--- src/hdl/ath_pkg.sv ---
// Shared types, constants and codes for the allocation tracking hash table.
package ath_pkg;

   localparam int TABLE_DEPTH_DEF = 4096;
   localparam int FILL_LIMIT_DEF  = 3584;
   localparam int OWNER_COUNT_DEF = 64;

   localparam int ADDR_W    = 64;
   localparam int SIZE_W    = 32;
   localparam int OWNER_W   = 6;
   localparam int STAT_W    = 64;
   localparam int ENTRIES_W = 12;
   localparam int HOME_W    = 20;

   localparam logic [63:0] GOLDEN = 64'h9E3779B97F4A7C15;

   localparam logic REQ_ALLOC = 1'b0;
   localparam logic REQ_FREE  = 1'b1;

   typedef enum logic [2:0] {
      ST_INSERTED  = 3'd0,
      ST_DUPLICATE = 3'd1,
      ST_LOST      = 3'd2,
      ST_FREED     = 3'd3,
      ST_UNTRACKED = 3'd4,
      ST_NULL      = 3'd5
   } status_type;

   typedef struct packed {
      logic                is_free;
      logic [ADDR_W-1:0]   addr;
      logic [SIZE_W-1:0]   size;
      logic [OWNER_W-1:0]  owner;
      logic [HOME_W-1:0]   home;
   } item_type;

   typedef struct packed {
      logic [STAT_W-1:0] live;
      logic [STAT_W-1:0] peak;
      logic [STAT_W-1:0] count;
   } owner_rec_type;

endpackage

--- src/hdl/ath_queue.sv ---
// Two-entry queue of classified transactions between front and back.
module ath_queue (
   input  logic              clock,
   input  logic              reset,
   input  logic              q_push,
   input  logic              q_pop,
   input  ath_pkg::item_type q_wdata,
   output ath_pkg::item_type q_rdata,
   output logic              q_full,
   output logic              q_empty
);

   ath_pkg::item_type entry_ff [2];
   logic       wr_ptr_ff, wr_ptr_in;
   logic       rd_ptr_ff, rd_ptr_in;
   logic [1:0] count_ff, count_in;
   logic       do_push, do_pop;

   assign q_full  = (count_ff == 2'd2);
   assign q_empty = (count_ff == 2'd0);
   assign q_rdata = entry_ff[rd_ptr_ff];
   assign do_push = q_push & ~q_full;
   assign do_pop  = q_pop & ~q_empty;

   always_comb begin
      wr_ptr_in = do_push ? ~wr_ptr_ff : wr_ptr_ff;
      rd_ptr_in = do_pop ? ~rd_ptr_ff : rd_ptr_ff;
      count_in  = count_ff;
      if (do_push && !do_pop) begin
         count_in = count_ff + 2'd1;
      end else if (do_pop && !do_push) begin
         count_in = count_ff - 2'd1;
      end
   end

   always_ff @(posedge clock) begin
      if (reset) begin
         wr_ptr_ff <= 1'b0;
         rd_ptr_ff <= 1'b0;
         count_ff  <= 2'd0;
      end else begin
         wr_ptr_ff <= wr_ptr_in;
         rd_ptr_ff <= rd_ptr_in;
         count_ff  <= count_in;
      end
   end

   always_ff @(posedge clock) begin
      if (do_push) begin
         entry_ff[wr_ptr_ff] <= q_wdata;
      end
   end

endmodule

--- config.mk ---
export PLATFORM = sky130hd
export DESIGN_NAME = ath_queue
export DESIGN_NICKNAME = d
export VERILOG_FILES = /design/src/hdl/ath_pkg.sv /design/src/hdl/ath_queue.sv
export SDC_FILE = /design/constraint.sdc
export NUM_CORES = 1
export LEC_CHECK = 0
export BUFFER_PORTS_ARGS = -buffer_cell sky130_fd_sc_hd__buf_2
export CORE_ASPECT_RATIO = 1.5
export CORE_MARGIN = 4
export CORE_UTILIZATION = 30
export CTS_CLUSTER_SIZE = 30
export DETAILED_ROUTE_END_ITERATION = 12
export GPL_TIMING_DRIVEN = 0
export PLACE_DENSITY = 0.51
export SETUP_SLACK_MARGIN = 0.2
export SLEW_MARGIN = 20
export SYNTH_ARGS = -nofsm -noshare
export SYNTH_HDL_FRONTEND = slang
export SYNTH_SLANG_ARGS = --single-unit
--- constraint.sdc ---
create_clock -name clock -period 6.02 [get_ports clock]
set_input_delay 0.301 -clock clock [delete_from_list [all_inputs] [get_ports clock]]
set_output_delay 0.301 -clock clock [all_outputs]
set_load 0.01 [all_outputs]
* Word level (Yosys, flattened, before mapping)
Memory sizes are Yosys's and may differ from the RTL's. A register that Yosys moved wholly into a read port is not among the register bits.
Index checks and enable logic that the tools add are counted.
** Cells by class
- $add $sub $neg :: 2
- Reduce and logical (&&, ||, !) cells :: 6
- Bitwise operators :: 6
- Mux-type cells :: 6
- Eq/ne operators :: 1
** Operator list (number)
- $mux W1 :: 4
- $mux W2 :: 2
- $not A1 Y1 :: 4
- $add A2 B1 Y2 const B :: 1
- $and A1 B1 Y1 :: 2
- $eq A2 B2 Y1 const B :: 1
- $logic_and A1 B1 Y1 :: 2
- $logic_not A1 Y1 :: 2
- $logic_not A2 Y1 :: 1
- $reduce_bool A2 Y1 :: 1
- $sub A2 B1 Y2 const B :: 1
** Storage, ports and cells
- Word-level logic and storage cells :: 25
- Output and inout bits :: 125
- Bits in writable memories :: 246
- Memories kept :: 1
- Bits of input ports :: 127
- Flip-flop bits (word level) :: 4
** Memories
- entry_ff :: depth 2, bits a word 123, read ports 1, clocked after Yosys merged registers in 1, write ports 1, line ath_queue.sv:13 : ath_pkg::item_type entry_ff [2];

* Logic depth before layout (Yosys ltp)
- Word-level depth :: 7
- Gate-level depth with buffers :: 6
- Depth with buffers taken out :: 6

* Least setup slack after synthesis
OpenSTA, ideal clock, no wires.
- Path type :: register to register
- From :: register count_ff[1]
- To :: memory entry_ff[1][0] (netlist name), enable pin
- Data arrival time :: 3.471 ns
- Stages on the path, launching flop included :: 4
- Path buffers :: 0
- Setup slack :: 2.052 ns
- Library setup time :: 0.497 ns
- Clock period less this slack :: 3.968 ns
- Data required time :: 5.523 ns
- Path through :: dfxtp_1 > nor2b_2 > nor2_1 > and2_1
** Between the ends
- Cells in the longest elaborated chain, start to end :: 5
** Ends and longest elaborated chain
- start: declaration :: line ath_queue.sv:16 : logic [1:0] count_ff, count_in;
- start signal: assignment :: line ath_queue.sv:44 : count_ff <= count_in;
- $eq A2 B2 Y1 :: line ath_queue.sv:19 : assign q_full = (count_ff == 2'd2);
- via q_full :: line ath_queue.sv:9 : output logic q_full,
- $not A1 Y1 :: line ath_queue.sv:22 : assign do_push = q_push & ~q_full;
- $and A1 B1 Y1 :: line ath_queue.sv:22
- via do_push :: line ath_queue.sv:17 : logic do_push, do_pop;
- $mux W1 :: line ath_queue.sv:49 : if (do_push) begin
- $mux W1 (not written as such) :: line ath_queue.sv:50 : entry_ff[wr_ptr_ff] <= q_wdata;
- end: declaration :: line ath_queue.sv:13
The timed path passes the listed nets, and every way through them passes these cells.

==> reports/qor.csv <==
stage;metric;value;unit
synthesis;synth top area cells;edfxtp_1 79%, mux2_4 11%, mux2_2 6.4%;
critical_path;critical-path cell with the highest stage delay;dfxtp_1;
sta;crit path time final;2.12;ns
finish;# fillers;2723;
finish;Cell Count, Final, Fillers Out;1237;
grt;wire length of the first global-routing pass;30500;µm
critical_path;CP arrival;1.82;ns
critical_path;Critical Path Most Common Cell;buf_6;
floorplan;Die Ht;225;µm
sta;final setup vio count;0;
grt;pin count of the biggest net entering global routing;78;
synthesis;commonest register cell after synthesis;edfxtp_1;
clocking;CTS tree;done;
worst_hold_path;min-delay worst type;input port to register;
clocking;Post-CTS Hold Buffers;124;
sta;Slew headroom;0.600;
clocking;H-Tree Depth;1;
sta;Total Neg Setup Slack;0;ns
critical_path;critical path endpoint category;output pin;
synthesis;largest family of logic cells by synthesized area;multiplexers;
floorplan;Core Area;30900;µm²
synthesis;synth warn;0;
synthesis;multiplexer area fraction after synthesis;0.176;
finish;nets@finish;941;
grt;met1 Use GR;0.115;
synthesis;Post-synth EDFFs;246;
synthesis;Cell Area, Synth;9380;µm²
grt;GR Util met3;0.0356;
synthesis;top-count cell post-synth;edfxtp_1;
clocking;CTS buffer count;25;
synthesis;Adder-Cell Fraction of Synth Area;0.00133;
route;Via-to-Cell Ratio;4.19;
floorplan;Ports;252;
sta;Fin. Hold Viols;0;
sta;RSZ-0062 raised after global routing;false;
grt;initial antenna violation count;3;
critical_path;Req. time, crit path;5.72;ns
sta;max frequency;471;MHz
route;DR iter-0 viols;131;
floorplan;Die Footprint;34200;µm²
floorplan;Rows;79;
synthesis;sequential share of the synthesized area;0.798;
critical_path;worst path cell trace;buf_6, buf_8, buf_6, mux2_4, buf_2;
route;post-DR wirelength/cell;16.0;µm
placement;placed cell count;1067;
pwr;peak supply drop;0.271;mV
placement;dpl ws;3.90;ns
synthesis;Post-Synth Simple-Gate Area;0.00493;
grt;vias in the first global route;5764;
sta;final period utilization;0.352;
clocking;Clock Latency Late Sink;0.51;ns
sta;actual slew at the worst max-slew pin;0.600;ns
route;post-route ant nets;0;
critical_path;Startpoint Class;register;
pwr;Pleak;5.13;nW
clocking;Root Driver;clkbuf_16;
sta;setup ws final;3.90;ns
route;total number of vias;5186;
grt;GRT Overall Usage;0.112;
clocking;Worst-path clk slew;0.06;ns
synthesis;post-synth top area share;0.787;
clocking;Sink Count;251;
grt;met2 Resource Use GR;0.209;
route;DRT Pass-1 Iters;4;
outcome;status;complete, no violations;
pwr;PwrDens;394;nW/µm²
synthesis;most common library cells after synthesis;246 x edfxtp_1, 70 x mux2_4, 53 x mux2_2, 8 x buf_6;
synthesis;post-synth top area cell;edfxtp_1;
synthesis;count of cell types in the netlist;16;
synthesis;syn nets;536;
sta;Pins Over Slew Limit;0;
synthesis;syn avg cell area;23.0;µm²
placement;port bufs;251;
clocking;post-CTS sizing;0;
synthesis;XOR/XNOR share of the synthesized area;0.00280;
floorplan;die extent in x;152;µm
critical_path;CP Class;register to output pin;
critical_path;Worst path max stage delay;0.32;ns
synthesis;Compound-Gate Fraction of Synth Area;0.00267;
sta;final clock skew;0.0108;ns
synthesis;FF+latch count, synth;251;
grt;gr ovfl total;0;
critical_path;crit path max fanout;10;
placement;global placer's final weighted congestion;0.763;
finish;post-layout instance area;13300;µm²
placement;Post-DP HPWL;13400;µm
floorplan;Initial Util;0.303;
clocking;worst-case clock buffer depth;3;
synthesis;cells after synthesis;408;
synthesis;FFs w/ async S/R, synth;0;
placement;Post-DP Area;11200;µm²
grt;GR peak layer;met2;
route;Post-Route WL;19800;µm
flow_run;max-cap violation count;0;
route;DRC Markers;0;
finish;layout cells sized above 1;0.519;
clocking;postcts setup bufs;0;
finish;Synth-to-Final Area Change;42.0;%
-- area by class of cell --
type	instances	area (µm²)	area share
Sequential cell	251	7490	0.562
Timing Repair Buffer	378	2580	0.194
Multi-Input combinational cell	141	1760	0.132
Clock buffer	28	637	0.0478
Tap cell	405	507	0.0380
Clock inverter	16	204	0.0153
Buffer	14	130	0.00977
Inverter	2	15.0	0.00113
Antenna cell	2	5.00	0.000376
-- sequential cells by signal, indices dropped and copies added, names as in the netlist, named ones only --
name	count
count_ff	2
entry_ff	246
rd_ptr_ff	1
wr_ptr_ff	1
-- per-layer routing --
layer,share of wire,vias up,routed length [µm]
met2,0.54,174,10700
met1,0.35,2537,6860
met3,0.076,42,1500
met5,0.00076,-,15
met4,0.034,4,668
li1,-,2429,-
-- stage by stage --
step                 util  hold slack (ns)  power (mW)
floorplan               -            0.370        3.17
global route        0.431            0.234        5.53
global placement    0.360            0.486        3.66
finish              0.431            0.230        5.25
CTS                 0.431            0.184        5.35
detailed placement  0.363            0.492        3.68
-- kinds of logic (layout without fill, tap and decap cells) --
family                     count (synthesis)  in the layout
and+or+nand+nor                            9              9
adders and majority gates                  1              1
xor gates and xnor gates                   3              3
DFF                                      251            251
muxes                                    123            123
other                                      0              2
buffers and inverters                     16            438
AOI/OAI and AO/OA                          5              5
-- power breakdown --
part           total, mW  switching (mW)  leakage [nW]  internal [mW]
Combinational       1.42           0.697          2.38          0.719
Sequential          2.25          0.0548          2.34           2.19
Clock               1.58           0.611         0.417          0.972
Total               5.25            1.36          5.13           3.89
-- cells in the final DEF (no fill, tap or decap) --
master / Yosys / layout
diode_2: 0 / 2
dfxtp_1: 5 / 5
and2_4: 0 / 1
clkbuf_1: 0 / 3
buf_6: 8 / 8
dlygate4sd3_1: 0 / 124
buf_2: 5 / 256
bufinv_16: 0 / 5
inv_1: 2 / 1
xor2_1: 3 / 3
mux2_2: 53 / 53
buf_16: 0 / 3
ha_1: 1 / 1
edfxtp_1: 246 / 246
clkinv_1: 0 / 4
clkinv_2: 0 / 6
inv_8: 0 / 1
clkbuf_16: 0 / 25
nor2b_2: 1 / 1
a21oi_1: 2 / 2
mux2_4: 70 / 70
buf_8: 1 / 1
or3_1: 2 / 2
inv_6: 0 / 1
o21ai_0: 3 / 3
nor2_1: 5 / 5
-- worst max-delay path: cells and delay by family, from the launching register on --
kind | cells | cell delay [ns]
DFF | 1 | 0.32
muxes | 1 | 0.32
buffers and inverters | 4 | 0.66
-- final timing paths --
| kind | slack, ns | end | from | depth (start not counted) |
|---|---|---|---|---|
| hold / removal | 0.23 | wr_ptr_ff | q_push | 4 |
| hold reg to reg | 0.52 | rd_ptr_ff | rd_ptr_ff | 2 |
| setup reg to reg | 3.93 | entry_ff[0][65] | count_ff[0] | 4 |
| setup / recovery | 3.90 | q_rdata[94] | register | 5 |
Note: power is estimated with default switching activity, not from simulation.
