`src/hdl/ath_pkg.sv`:
```
// Shared types, constants and codes for the allocation tracking hash table.
package ath_pkg;

   localparam int TABLE_DEPTH_DEF = 4096;
   localparam int FILL_LIMIT_DEF  = 3584;
   localparam int OWNER_COUNT_DEF = 64;

   localparam int ADDR_W    = 64;
   localparam int SIZE_W    = 32;
   localparam int OWNER_W   = 6;
   localparam int STAT_W    = 64;
   localparam int ENTRIES_W = 12;
   localparam int HOME_W    = 20;

   localparam logic [63:0] GOLDEN = 64'h9E3779B97F4A7C15;

   localparam logic REQ_ALLOC = 1'b0;
   localparam logic REQ_FREE  = 1'b1;

   typedef enum logic [2:0] {
      ST_INSERTED  = 3'd0,
      ST_DUPLICATE = 3'd1,
      ST_LOST      = 3'd2,
      ST_FREED     = 3'd3,
      ST_UNTRACKED = 3'd4,
      ST_NULL      = 3'd5
   } status_type;

   typedef struct packed {
      logic                is_free;
      logic [ADDR_W-1:0]   addr;
      logic [SIZE_W-1:0]   size;
      logic [OWNER_W-1:0]  owner;
      logic [HOME_W-1:0]   home;
   } item_type;

   typedef struct packed {
      logic [STAT_W-1:0] live;
      logic [STAT_W-1:0] peak;
      logic [STAT_W-1:0] count;
   } owner_rec_type;

endpackage

```
`src/hdl/ath_front.sv`:
```
// Front end: accepts requests, computes the home slot hash, queues the transaction.
module ath_front #(
   parameter int TABLE_DEPTH = ath_pkg::TABLE_DEPTH_DEF,
   parameter int OWNER_COUNT = ath_pkg::OWNER_COUNT_DEF
) (
   input  logic                         clock,
   input  logic                         reset,
   input  logic                         push,
   output logic                         full,
   input  logic                         req_type,
   input  logic [ath_pkg::ADDR_W-1:0]   req_block_address,
   input  logic [ath_pkg::SIZE_W-1:0]   req_block_size,
   input  logic [ath_pkg::OWNER_W-1:0]  req_owner_index,
   input  logic                         clearing,
   input  logic                         q_full,
   output logic                         q_push,
   output ath_pkg::item_type            q_item
);

   localparam logic [ath_pkg::OWNER_W:0]  OWN_LIM   = (ath_pkg::OWNER_W+1)'(OWNER_COUNT);
   localparam logic [ath_pkg::HOME_W-1:0] HOME_MASK = ath_pkg::HOME_W'(TABLE_DEPTH - 1);

   typedef enum logic [4:0] {
      FS_IDLE = 5'b00001,
      FS_MUL0 = 5'b00010,
      FS_MUL1 = 5'b00100,
      FS_MUL2 = 5'b01000,
      FS_PUSH = 5'b10000
   } fstate_type;

   fstate_type        state_ff, state_in;
   ath_pkg::item_type item_ff, item_in;
   logic [31:0]       acc_ff, acc_in;
   logic [31:0]       mul_a, mul_b;
   logic [63:0]       prod;
   logic              accept;

   assign full   = (state_ff != FS_IDLE) | clearing;
   assign accept = push & ~full;
   assign prod   = mul_a * mul_b;

   always_comb begin
      q_item      = item_ff;
      q_item.home = acc_ff[ath_pkg::HOME_W-1:0] & HOME_MASK;
   end

   always_comb begin
      state_in = state_ff;
      item_in  = item_ff;
      acc_in   = acc_ff;
      q_push   = 1'b0;
      mul_a    = item_ff.addr[35:4];
      mul_b    = ath_pkg::GOLDEN[31:0];
      unique case (state_ff)
         FS_IDLE: begin
            if (accept) begin
               item_in.is_free = req_type;
               item_in.addr    = req_block_address;
               item_in.size    = req_block_size;
               item_in.owner   = ({1'b0, req_owner_index} >= OWN_LIM) ? '0 : req_owner_index;
               item_in.home    = '0;
               state_in        = FS_MUL0;
            end
         end
         FS_MUL0: begin
            acc_in   = prod[63:32];
            state_in = FS_MUL1;
         end
         FS_MUL1: begin
            mul_b    = ath_pkg::GOLDEN[63:32];
            acc_in   = acc_ff + prod[31:0];
            state_in = FS_MUL2;
         end
         FS_MUL2: begin
            mul_a    = {4'b0, item_ff.addr[63:36]};
            acc_in   = acc_ff + prod[31:0];
            state_in = FS_PUSH;
         end
         FS_PUSH: begin
            if (!q_full) begin
               q_push   = 1'b1;
               state_in = FS_IDLE;
            end
         end
         default: state_in = FS_IDLE;
      endcase
   end

   always_ff @(posedge clock) begin
      if (reset) begin
         state_ff <= FS_IDLE;
      end else begin
         state_ff <= state_in;
      end
   end

   always_ff @(posedge clock) begin
      item_ff <= item_in;
      acc_ff  <= acc_in;
   end

endmodule

```
`config.mk`:
```
export PLATFORM = sky130hd
export DESIGN_NAME = ath_front
export DESIGN_NICKNAME = d
export VERILOG_FILES = /design/src/hdl/ath_pkg.sv /design/src/hdl/ath_front.sv
export SDC_FILE = /design/constraint.sdc
export NUM_CORES = 1
export LEC_CHECK = 0
export ABC_AREA = 1
export BUFFER_PORTS_ARGS = -buffer_cell sky130_fd_sc_hd__buf_2
export CAP_MARGIN = 10
export CORE_ASPECT_RATIO = 0.9
export CORE_MARGIN = 5
export CORE_UTILIZATION = 45
export DETAILED_ROUTE_END_ITERATION = 10
export PLACE_DENSITY = 0.6
export SYNTH_ARGS = -nofsm -noshare
export SYNTH_HDL_FRONTEND = slang
export SYNTH_SLANG_ARGS = --single-unit
```
`constraint.sdc`:
```
create_clock -name clock -period 8.6 [get_ports clock]
set_clock_uncertainty 0.15 [all_clocks]
set_input_delay 0 -clock clock [delete_from_list [all_inputs] [get_ports clock]]
set_output_delay 0 -clock clock [all_outputs]
set_load 0.02 [all_outputs]
```
======== Word-level counts from Yosys, hierarchy flattened ========
Cells that the tools add are included.
operators by class
  equality and inequality tests ........... 8
  muxes and demuxes ....................... 8
  bitwise gates (word level) .............. 3
  reductions and logical operators ........ 4
  add/sub/neg operators ................... 1
  multiply operators ...................... 1
operators with widths
  kind                                            number
  multiplier 32 x 32 -> 64 bit                    1
  2-to-1 mux 32 bit                               2
  case mux 32 bit (2 select lines)                1
  adder 32 bit                                    1
  case mux 5 bit (5 select lines)                 1
  2-to-1 mux 5 bit                                2
  == test 5 x 1 -> 1 bit (second input constant)  1
  == test 5 x 2 -> 1 bit (second input constant)  1
  == test 5 x 3 -> 1 bit (second input constant)  1
  == test 5 x 4 -> 1 bit (second input constant)  1
  == test 5 bit (second input constant)           1
  != test 5 x 1 -> 1 bit (second input constant)  1
  != test 2 bit (second input constant)           2
  AND reduction 2 bit                             2
  2-to-1 mux 1 bit                                2
  nonzero test 2 bit                              1
  OR reduction 2 bit                              1
  bitwise AND 1 bit                               1
  inverter 1 bit                                  1
  OR 1 bit                                        1
word-level totals
  bits in registers ....................... 140
  input bits .............................. 108
  logic and storage cells ................. 31
  output and inout port bits .............. 125

======== Depth between registers and ports, before layout ========
Gate-level depths: netlist of the first run.
  depth in word-level cells ............... 6
  mapped depth ............................ 44

======== Worst setup path before layout of the first run ========
OpenSTA, ideal clock, no wires.
  path type ............................... reg-to-reg
  from .................................... reg state_ff[3]
  to ...................................... reg acc_ff[6], data pin
  stages on the path, launching flop included .. 31
  required time ........................... 8.188 ns
  buffers on the path ..................... 2
  arrival time ............................ 7.346 ns
  setup slack ............................. 0.842 ns
  cell sequence ........................... dfxtp_1 -> inv_2 -> nor2_4 -> nand3_4 -> buf_6 -> buf_2 -> o21ai_0 -> inv_1 -> fa_1 -> fa_1 -> inv_1 -> fa_1 -> fa_1 -> inv_1 -> fa_1 -> fa_1 -> fa_1 -> inv_1 -> fa_1 -> inv_1 -> ha_1 -> nand2_1 -> nor2_1 -> nand2_1 -> o211ai_1 -> a21oi_1 -> nand2_1 -> a21o_1 -> or2_2 -> nand3_1 -> o21ai_0
on the way
  longest elaborated chain between the ends .. 5
  elaborated cells on any way between the ends .. 9
ends and longest elaborated chain
  element                                                           line                              text
  start: declaration                                                ath_front.sv:31                   fstate_type state_ff, state_in;
  start signal: assignment                                          ath_front.sv:93                   state_ff <= state_in;
  == test 5 x 4 -> 1 bit or == test 5 x 3 -> 1 bit (tied branches)  ath_front.sv:54                   unique case (state_ff)
  2-to-1 mux 32 bit                                                 ath_front.sv:54
  multiplier 32 x 32 -> 64 bit                                      ath_front.sv:40                   assign prod = mul_a * mul_b;
  adder 32 bit                                                      ath_front.sv:71, ath_front.sv:76
  case mux 32 bit (2 select lines) (*)                              ath_front.sv:54
  net acc_in[6]                                                     ath_front.sv:33                   logic [31:0] acc_ff, acc_in;
  end signal: assignment                                            ath_front.sv:99                   acc_ff <= acc_in;
  end: declaration                                                  ath_front.sv:33
Mark *: on every way through the listed nets, which the timed path passes. The rest lies on a longest branch.
A chain may end at the register's enable or synchronous reset.

======== Final worst setup path of the first run ========
  from .................................... reg state_ff[4]
  to ...................................... reg acc_ff[9], data pin
The elaborated chain is that of the path after synthesis.

==> results of run 1 <==
placed cells by master, fill, tap and decap left out, types with 10 or more instances in the layout:
cell type and count:
inv_1 793, fa_1 454, ha_1 309, nand2_1 298
buf_2 224, nor2_1 137, edfxtp_1 115, dlygate4sd3_1 109
a21oi_1 77, o21ai_0 73, buf_4 68, xor2_1 55
nand3_1 40, conb_1 39, nand4_1 17, clkbuf_16 17
inv_2 13, or2_2 13, nor2_2 13, o21bai_1 13
a31oi_1 13, xnor2_1 12, nor2_4 10
through the flow:
stage	std cells	hold WS, ps	util
4_1_cts	3709	51.66	0.5303
6_report	3720	80.00	0.5340
2_1_floorplan	2653	-80.93	-
3_5_place_dp	3568	28.10	0.4990
3_3_place_gp	3568	26.00	0.4990
5_1_grt	3720	82.39	0.5340
state kept, by name, indices dropped and copies added, names as in the netlist:
register and flops:
q_item 103, state_ff 5, acc_ff 12
routing by layer:
| metal | wire length (µm) | GRT usage | up-vias |
|---|---|---|---|
| met5 | 7 | 0 | - |
| met4 | 2494 | 0.08111 | 2 |
| met3 | 4000 | 0.03887 | 91 |
| met2 | 39530 | 0.4772 | 535 |
| met1 | 35430 | 0.3923 | 9350 |
| li1 | - | - | 8565 |
timing repair:
item,CTS,global route
endpoints found under the hold margin,137,0
gates resized for setup,0,28
buffers inserted,0,10
hold buffers,109,0
endpoints found under the setup margin,0,10
final cells by class:
class,instances,share of cell area
multi-input combinational,1654,0.6182
sequential,120,0.1252
inverter,813,0.1080
timing repair buffer,404,0.09773
tap,697,0.03073
clock buffer,17,0.01499
clock inverter,15,0.005246
worst paths after layout:
| check | slack, ps | startpoint | to | cells past startpoint |
|---|---|---|---|---|
| worst max register to register | 240 | state_ff[4]$_SDFFE_PP0P_ | acc_ff[9]$_DFFE_PP_ | 29 |
| worst max-delay path | 240 | state_ff[4]$_SDFFE_PP0P_ | acc_ff[9]$_DFFE_PP_ | 29 |
| worst min-delay path | 80 | req_block_size[20] | q_item[46]$_DFFE_PP_ | 2 |
| worst min register to register | 500 | state_ff[0]$_SDFFE_PP1P_ | state_ff[0]$_SDFFE_PP1P_ | 2 |
cells by family after synthesis:
family,Yosys count,share of synthesized area
buffers and inverters,880,0.1398
AOI/OAI and AO/OA,220,0.05434
DFF,120,0.1466
other,2,0.0003097
xor gates and xnor gates,68,0.02456
adders and majority gates,764,0.5348
and+or+nand+nor,562,0.09959
==> key figures, run 1 <==
Logic synthesis
  – Synth Instances: 2616
  – Syn_area_per_cell: 9.269 µm²
  – Async S/R FF share, synth: 0
  – Number of synthesized flops with an enable pin: 115
  – Number of synthesized register bits: 120
  – Post-synthesis cell type count: 52
  – Ys flop type: edfxtp_1
  – Biggest area consumer among synthesized cells: fa_1
  – Seq/Total Area, Yosys: 0.1466
  – Post-synth top cells: 796 x inv_1, 454 x fa_1, 310 x ha_1
  – Most numerous cell in the Yosys netlist: inv_1
  – Ys Warns: 0
  – Synth top area share: 0.3748
  – Cell Area, Synth: 24250 µm²
  – Largest cells by area after synthesis: fa_1 37%, ha_1 16%, edfxtp_1 14%

CTS
  – Htree depth: 4
  – CTS tree: built
  – Clk buf depth: 2
  – Root buf cell: clkbuf_16
  – Sink Count: 120
  – Worst-path clk slew: 80 ps
  – Worst skew pair latency: 460 ps
  – Total CTS buffers: 17

Layout
  – Cell area after layout: 28380 µm²
  – Sequential cell area: 3553 µm²
  – Share of layout cells above drive strength 1: 0.1383
  – Layout fillers: 4985
  – Layout area overhead: 17.06%
  – Combined area of the multi-input logic cells: 17550 µm²
  – # diodes: 0
  – Nets: 3882

Setup path
  – Startpoint types: flop
  – Critical path arrival: 8420 ps
  – Slowest cell on crit path: fa_1
  – Max stage delay on crit path: 610 ps
  – Type of destination of the critical path: flop
  – Most frequent CP cell: fa_1
  – WP buf/inv: 8
  – CP Class: reg -> reg
  – Critical Path RT: 8670 ps
  – CP top delay family: adder cells
  – CP Max Fanout: 12

STA
  – Worst relative slew slack: 0.3720
  – Max Slew Vio Count: 0
  – Total Neg Setup Slack: 0 ps
  – Final hold violations: 0
  – Fin worst setup slack: 243.7 ps
  – Maximum clock frequency: 119.7 MHz
  – Final Cycle Share: 0.9717
  – Crit path time final: 8356 ps
  – Worst-margin pin slew: 942.0 ps
  – Final setup viols: 0

Route
  – Drt pass-1 iters: 5
  – Vias per std cell: 4.985
  – Residual DRC: 0
  – WL/cell: 21.90 µm
  – Vias: 18543
  – Initial drt markers: 1521
  – Post-route ant nets: 0
  – Post-Route WL: 81.46 mm

Floorplanning
  – Site row count: 80
  – Starting Density: 0.4562
  – I/O pin count: 233
  – Core area: 53150 µm²
  – Overall die height: 230.2 µm
  – Die area: 58630 µm²
  – Chip width: 254.7 µm

Run
  – Max-cap viol count: 0

GRT
  – First-pass GRT wire length: 123.9 mm
  – Largest net degree at the start of global routing: 75
  – Number of antenna violations at the first check in global routing: 2
  – Vias in the first global route: 20007
  – GRT overflow: 0
  – Tot GR Track Use: 0.2859

Placement
  – Pre-CTS setup slack: 172.3 ps
  – Port bufs: 224
  – Dpl hpwl: 71.91 mm
  – Gpl congestion: 0.9949
  – Placed inst area: 26520 µm²

Run status
  – Outcome: finished, final reports clean

Worst hold path
  – Min-Delay Path Class: in -> reg
Power of run 1 is not shown: default switching activity piles up to over one toggle a cycle in this logic, so the estimate is an artifact.
==> run 2: changes to the inputs <==
CORE_UTILIZATION = 40   (was 45)
PLACE_DENSITY = 0.57   (was 0.6)
==> key figures, run 2 (same netlist as run 1, synthesis figures left out) <==
Route
  – Residual DRC: 0
  – Vias per std cell: 4.864
  – Post-Route WL: 81.25 mm
  – Post-route ant nets: 0
  – WL/cell: 21.39 µm
  – Vias: 18473
  – Initial drt markers: 1486
  – Drt pass-1 iters: 6

CTS
  – Root buf cell: clkbuf_16
  – Htree depth: 4
  – Total CTS buffers: 17
  – Sink Count: 120
  – CTS tree: built
  – Worst skew pair latency: 460 ps
  – Clk buf depth: 2
  – Worst-path clk slew: 60 ps

GRT
  – Largest net degree at the start of global routing: 76
  – GRT busiest layer: met2
  – Tot GR Track Use: 0.2543
  – Number of antenna violations at the first check in global routing: 0
  – GRT overflow: 0
  – Met2 Use GR: 0.4223
  – First-pass GRT wire length: 125.3 mm
  – Met3 Use GR: 0.03827
  – Vias in the first global route: 20288
  – Met1 Use GR: 0.3525

Layout
  – Layout fillers: 5817
  – Layout area overhead: 17.08%
  – Commonest cells after routing, fill and taps aside: 792 x inv_1, 454 x fa_1, 310 x ha_1
  – Most common cell after layout, fill and taps aside: inv_1
  – Nets: 3875
  – Share of layout cells above drive strength 1: 0.1380
  – Sequential cell area: 3553 µm²
  – Max FFs per register: 103
  – Combined area of the multi-input logic cells: 17540 µm²
  – # diodes: 0

Floorplanning
  – Die area: 65650 µm²
  – Core area: 59980 µm²
  – Starting Density: 0.4042
  – Site row count: 85
  – Overall die height: 243.6 µm
  – I/O pin count: 233
  – Chip width: 269.5 µm

STA
  – Final hold violations: 0
  – Final setup viols: 0
  – Worst-margin pin slew: 961.8 ps
  – Crit path time final: 8248 ps
  – Max Slew Vio Count: 0
  – Maximum clock frequency: 121.2 MHz
  – Final Cycle Share: 0.9591
  – Total Neg Setup Slack: 0 ps
  – Worst relative slew slack: 0.3588
  – RSZ-0062 raised after global routing: true

Worst hold path
  – Min-Delay Path Class: in -> reg
  – WHS Path Cells: 2

Setup path
  – Critical Path RT: 8670 ps
  – CP Class: reg -> reg
  – Slowest cell on crit path: nand2_1
  – Critical path arrival: 8320 ps
  – Type of destination of the critical path: flop
  – Max stage delay on crit path: 550 ps
  – CP Max Fanout: 12
  – Startpoint types: flop
  – Reg2Reg Depth: 34

Run status
  – Outcome: finished, final reports clean

Placement
  – Gpl congestion: 0.9829
  – Port bufs: 224
  – Dpl hpwl: 71.40 mm

Run
  – Max-cap viol count: 0
run 2: final timing paths:
check | slack [ps] | end | startpoint
setup / recovery | 350 | acc_ff[6]$_DFFE_PP_ | state_ff[0]$_SDFFE_PP1P_
hold / removal | 80 | q_item[40]$_DFFE_PP_ | req_block_size[14]
setup reg to reg | 350 | acc_ff[6]$_DFFE_PP_ | state_ff[0]$_SDFFE_PP1P_
hold reg to reg | 400 | state_ff[4]$_SDFFE_PP0P_ | state_ff[4]$_SDFFE_PP0P_
run 2: layout make-up:
cell class,instances,area share
multi-input cells,1654,0.6179
flip-flops and latches,120,0.1252
inverters,813,0.1079
repair buffers,397,0.09468
well taps,783,0.03451
clock buffers,17,0.01499
clock inverters,14,0.004760
run 2: through the flow:
| stage | hold WS, ps | setup slack, ps | std cells | area, µm² | utilization |
|---|---|---|---|---|---|
| 2_1_floorplan | -80.93 | 842.3 | 2653 | 24390 | - |
| 3_3_place_gp | 26.22 | 141.2 | 3652 | 26600 | 0.4435 |
| 3_5_place_dp | 28.09 | 38.36 | 3652 | 26600 | 0.4435 |
| 4_1_cts | 52.35 | 18.13 | 3790 | 28230 | 0.4707 |
| 5_1_grt | 77.15 | -94.28 | 3798 | 28390 | 0.4733 |
| 6_report | 83.22 | 351.9 | 3798 | 28390 | 0.4733 |
run 2: per-layer routing:
layer | share of wire | vias to the layer above
li1 | - | 8523
met1 | 0.45 | 9346
met2 | 0.47 | 538
met3 | 0.056 | 66
met4 | 0.026 | 0
met5 | 0 | -
run 2: worst max-delay path: cells and delay by family, from the launching register on:
kind / cells / cell delay (ps)
AO/OA/AOI/OAI: 8 / 1090
XOR/XNOR: 1 / 360
adder cells (fa/ha/maj): 9 / 3450
buffers and inverters: 7 / 820
flip-flops: 1 / 340
AND/OR/NAND/NOR: 9 / 1750
run 2: what timing repair did:
item / 4_1_cts / 5_1_grt
gates resized for setup: 0 / 31
endpoints found under the hold margin: 136 / 0
endpoints found under the setup margin: 0 / 12
hold buffers: 107 / 0
buffers inserted: 0 / 7
Power of run 2 is left out for the same reason.
==> run 3: changes to the inputs <==
==> constraint.sdc (replaced) <==
create_clock -name clock -period 8.6 [get_ports clock]
set_clock_uncertainty 0.15 [all_clocks]
set_input_delay 0.86 -clock clock [delete_from_list [all_inputs] [get_ports clock]]
set_output_delay 0.86 -clock clock [all_outputs]
set_load 0.02 [all_outputs]
==> key figures, run 3 (same netlist as run 1, synthesis figures left out) <==
Run status
  – Outcome: finished, final reports clean

Layout
  – Share of layout cells above drive strength 1: 0.1461
  – Most common cell after layout, fill and taps aside: inv_1
  – Final Instance Count excl. Fillers: 3698
  – Max FFs per register: 103
  – Sequential cell area: 3553 µm²
  – Fin util: 0.4566
  – Layout fillers: 5930
  – Combined area of the multi-input logic cells: 17580 µm²
  – Nets: 3775
  – Commonest cells after routing, fill and taps aside: 793 x inv_1, 454 x fa_1, 310 x ha_1
  – # diodes: 0
  – Layout area overhead: 12.96%

Setup path
  – Most frequent CP cell: inv_1
  – R2r startpoint: state_ff[0]$_SDFFE_PP1P_
  – Critical Path RT: 8680 ps
  – R2R setup slack: 350 ps
  – Max stage delay on crit path: 540 ps
  – Worst Setup SP: state_ff[0]$_SDFFE_PP1P_
  – Critical path arrival: 8320 ps
  – Startpoint types: flop
  – Type of destination of the critical path: flop
  – WP buf/inv: 10
  – RR Endpoint: acc_ff[1]$_DFFE_PP_
  – Slowest cell on crit path: fa_1
  – CP Class: reg -> reg
  – CP top delay family: adder cells
  – Reg2Reg Depth: 30
  – CP Max Fanout: 17

Placement
  – Placed cells: 3652
  – Port bufs: 224
  – Gpl congestion: 0.9829
  – Dpl hpwl: 71.40 mm

CTS
  – Hold buffer count at CTS: 0
  – CTS tree: built
  – Htree depth: 4
  – Root buf cell: clkbuf_16
  – Worst skew pair latency: 470 ps
  – Sink Count: 120
  – Total CTS buffers: 17
  – Worst-path clk slew: 70 ps
  – Clk buf depth: 2

STA
  – Final hold violations: 0
  – Maximum clock frequency: 121.3 MHz
  – Worst relative slew slack: 0.3565
  – Final Hold Slack: 406.7 ps
  – Final setup viols: 0
  – Worst-margin pin slew: 965.3 ps
  – Crit path time final: 8246 ps
  – Final Cycle Share: 0.9588
  – RSZ-0062 raised after global routing: true
  – Max Slew Vio Count: 0

Floorplanning
  – Site row count: 85
  – Overall die height: 243.6 µm
  – Chip width: 269.5 µm
  – Die area: 65650 µm²
  – Starting Density: 0.4042
  – I/O pin count: 233
  – Core area: 59980 µm²

Route
  – Residual DRC: 0
  – Met3 routed WL: 4.986 mm
  – Wl on met1: 35.78 mm
  – Vias: 18167
  – Drt pass-1 iters: 5
  – Routed met2 length: 37.46 mm
  – Initial drt markers: 1561
  – Vias per std cell: 4.913
  – WL/cell: 21.72 µm
  – Post-route ant nets: 0
  – Post-Route WL: 80.34 mm
  – Top sig layer: met4

GRT
  – Tot GR Track Use: 0.2503
  – Largest net degree at the start of global routing: 76
  – Vias in the first global route: 19687
  – Number of antenna violations at the first check in global routing: 0
  – First-pass GRT wire length: 123.0 mm
  – GRT overflow: 0

Run
  – Max-cap viol count: 0

Worst hold path
  – WHS Path Cells: 1
  – Hold path startpoint: req_block_address[48]
  – Hold Crit Endpoint: q_item[106]$_DFFE_PP_
  – Min-Delay Path Class: in -> reg
-- run 3: timing repair --
action                     CTS  global route
resized for setup            0            37
setup buffers                0            12
setup endpoints to repair    0            12
-- run 3: stage by stage --
| step | cell area [µm²] | worst slack [ps] | TNS [ps] |
|---|---|---|---|
| 6_report | 27390 | 354.0 | 0 |
| 5_1_grt | 27390 | -12.01 | -12.01 |
| 4_1_cts | 27160 | 18.13 | 0 |
| 3_5_place_dp | 26600 | 38.36 | 0 |
| 3_3_place_gp | 26600 | 141.2 | 0 |
| 2_1_floorplan | 24390 | 842.3 | 0 |
-- run 3: worst max path at each step --
stage | to | depth (start not counted) | slack (ps)
floorplan | acc_ff[6]$_DFFE_PP_ | 30 | 840
global placement | acc_ff[5]$_DFFE_PP_ | 30 | 140
detailed placement | acc_ff[6]$_DFFE_PP_ | 30 | 40
CTS | acc_ff[1]$_DFFE_PP_ | 30 | 20
global route | acc_ff[11]$_DFFE_PP_ | 37 | -10
finish | acc_ff[1]$_DFFE_PP_ | 30 | 350
-- run 3: layer usage --
layer	track usage	vias up
li1	-	8339
met2	0.4122	597
met4	0.06419	0
met3	0.03788	72
met5	0	-
met1	0.3493	9159
-- run 3: cell type report --
class	instances	area share
multi-input combinational	1656	0.6418
sequential	120	0.1297
inverter	813	0.1117
timing repair buffer	295	0.06053
tap	783	0.03577
clock buffer	17	0.01553
clock inverter	14	0.004934
Power of run 3 is left out for the same reason.
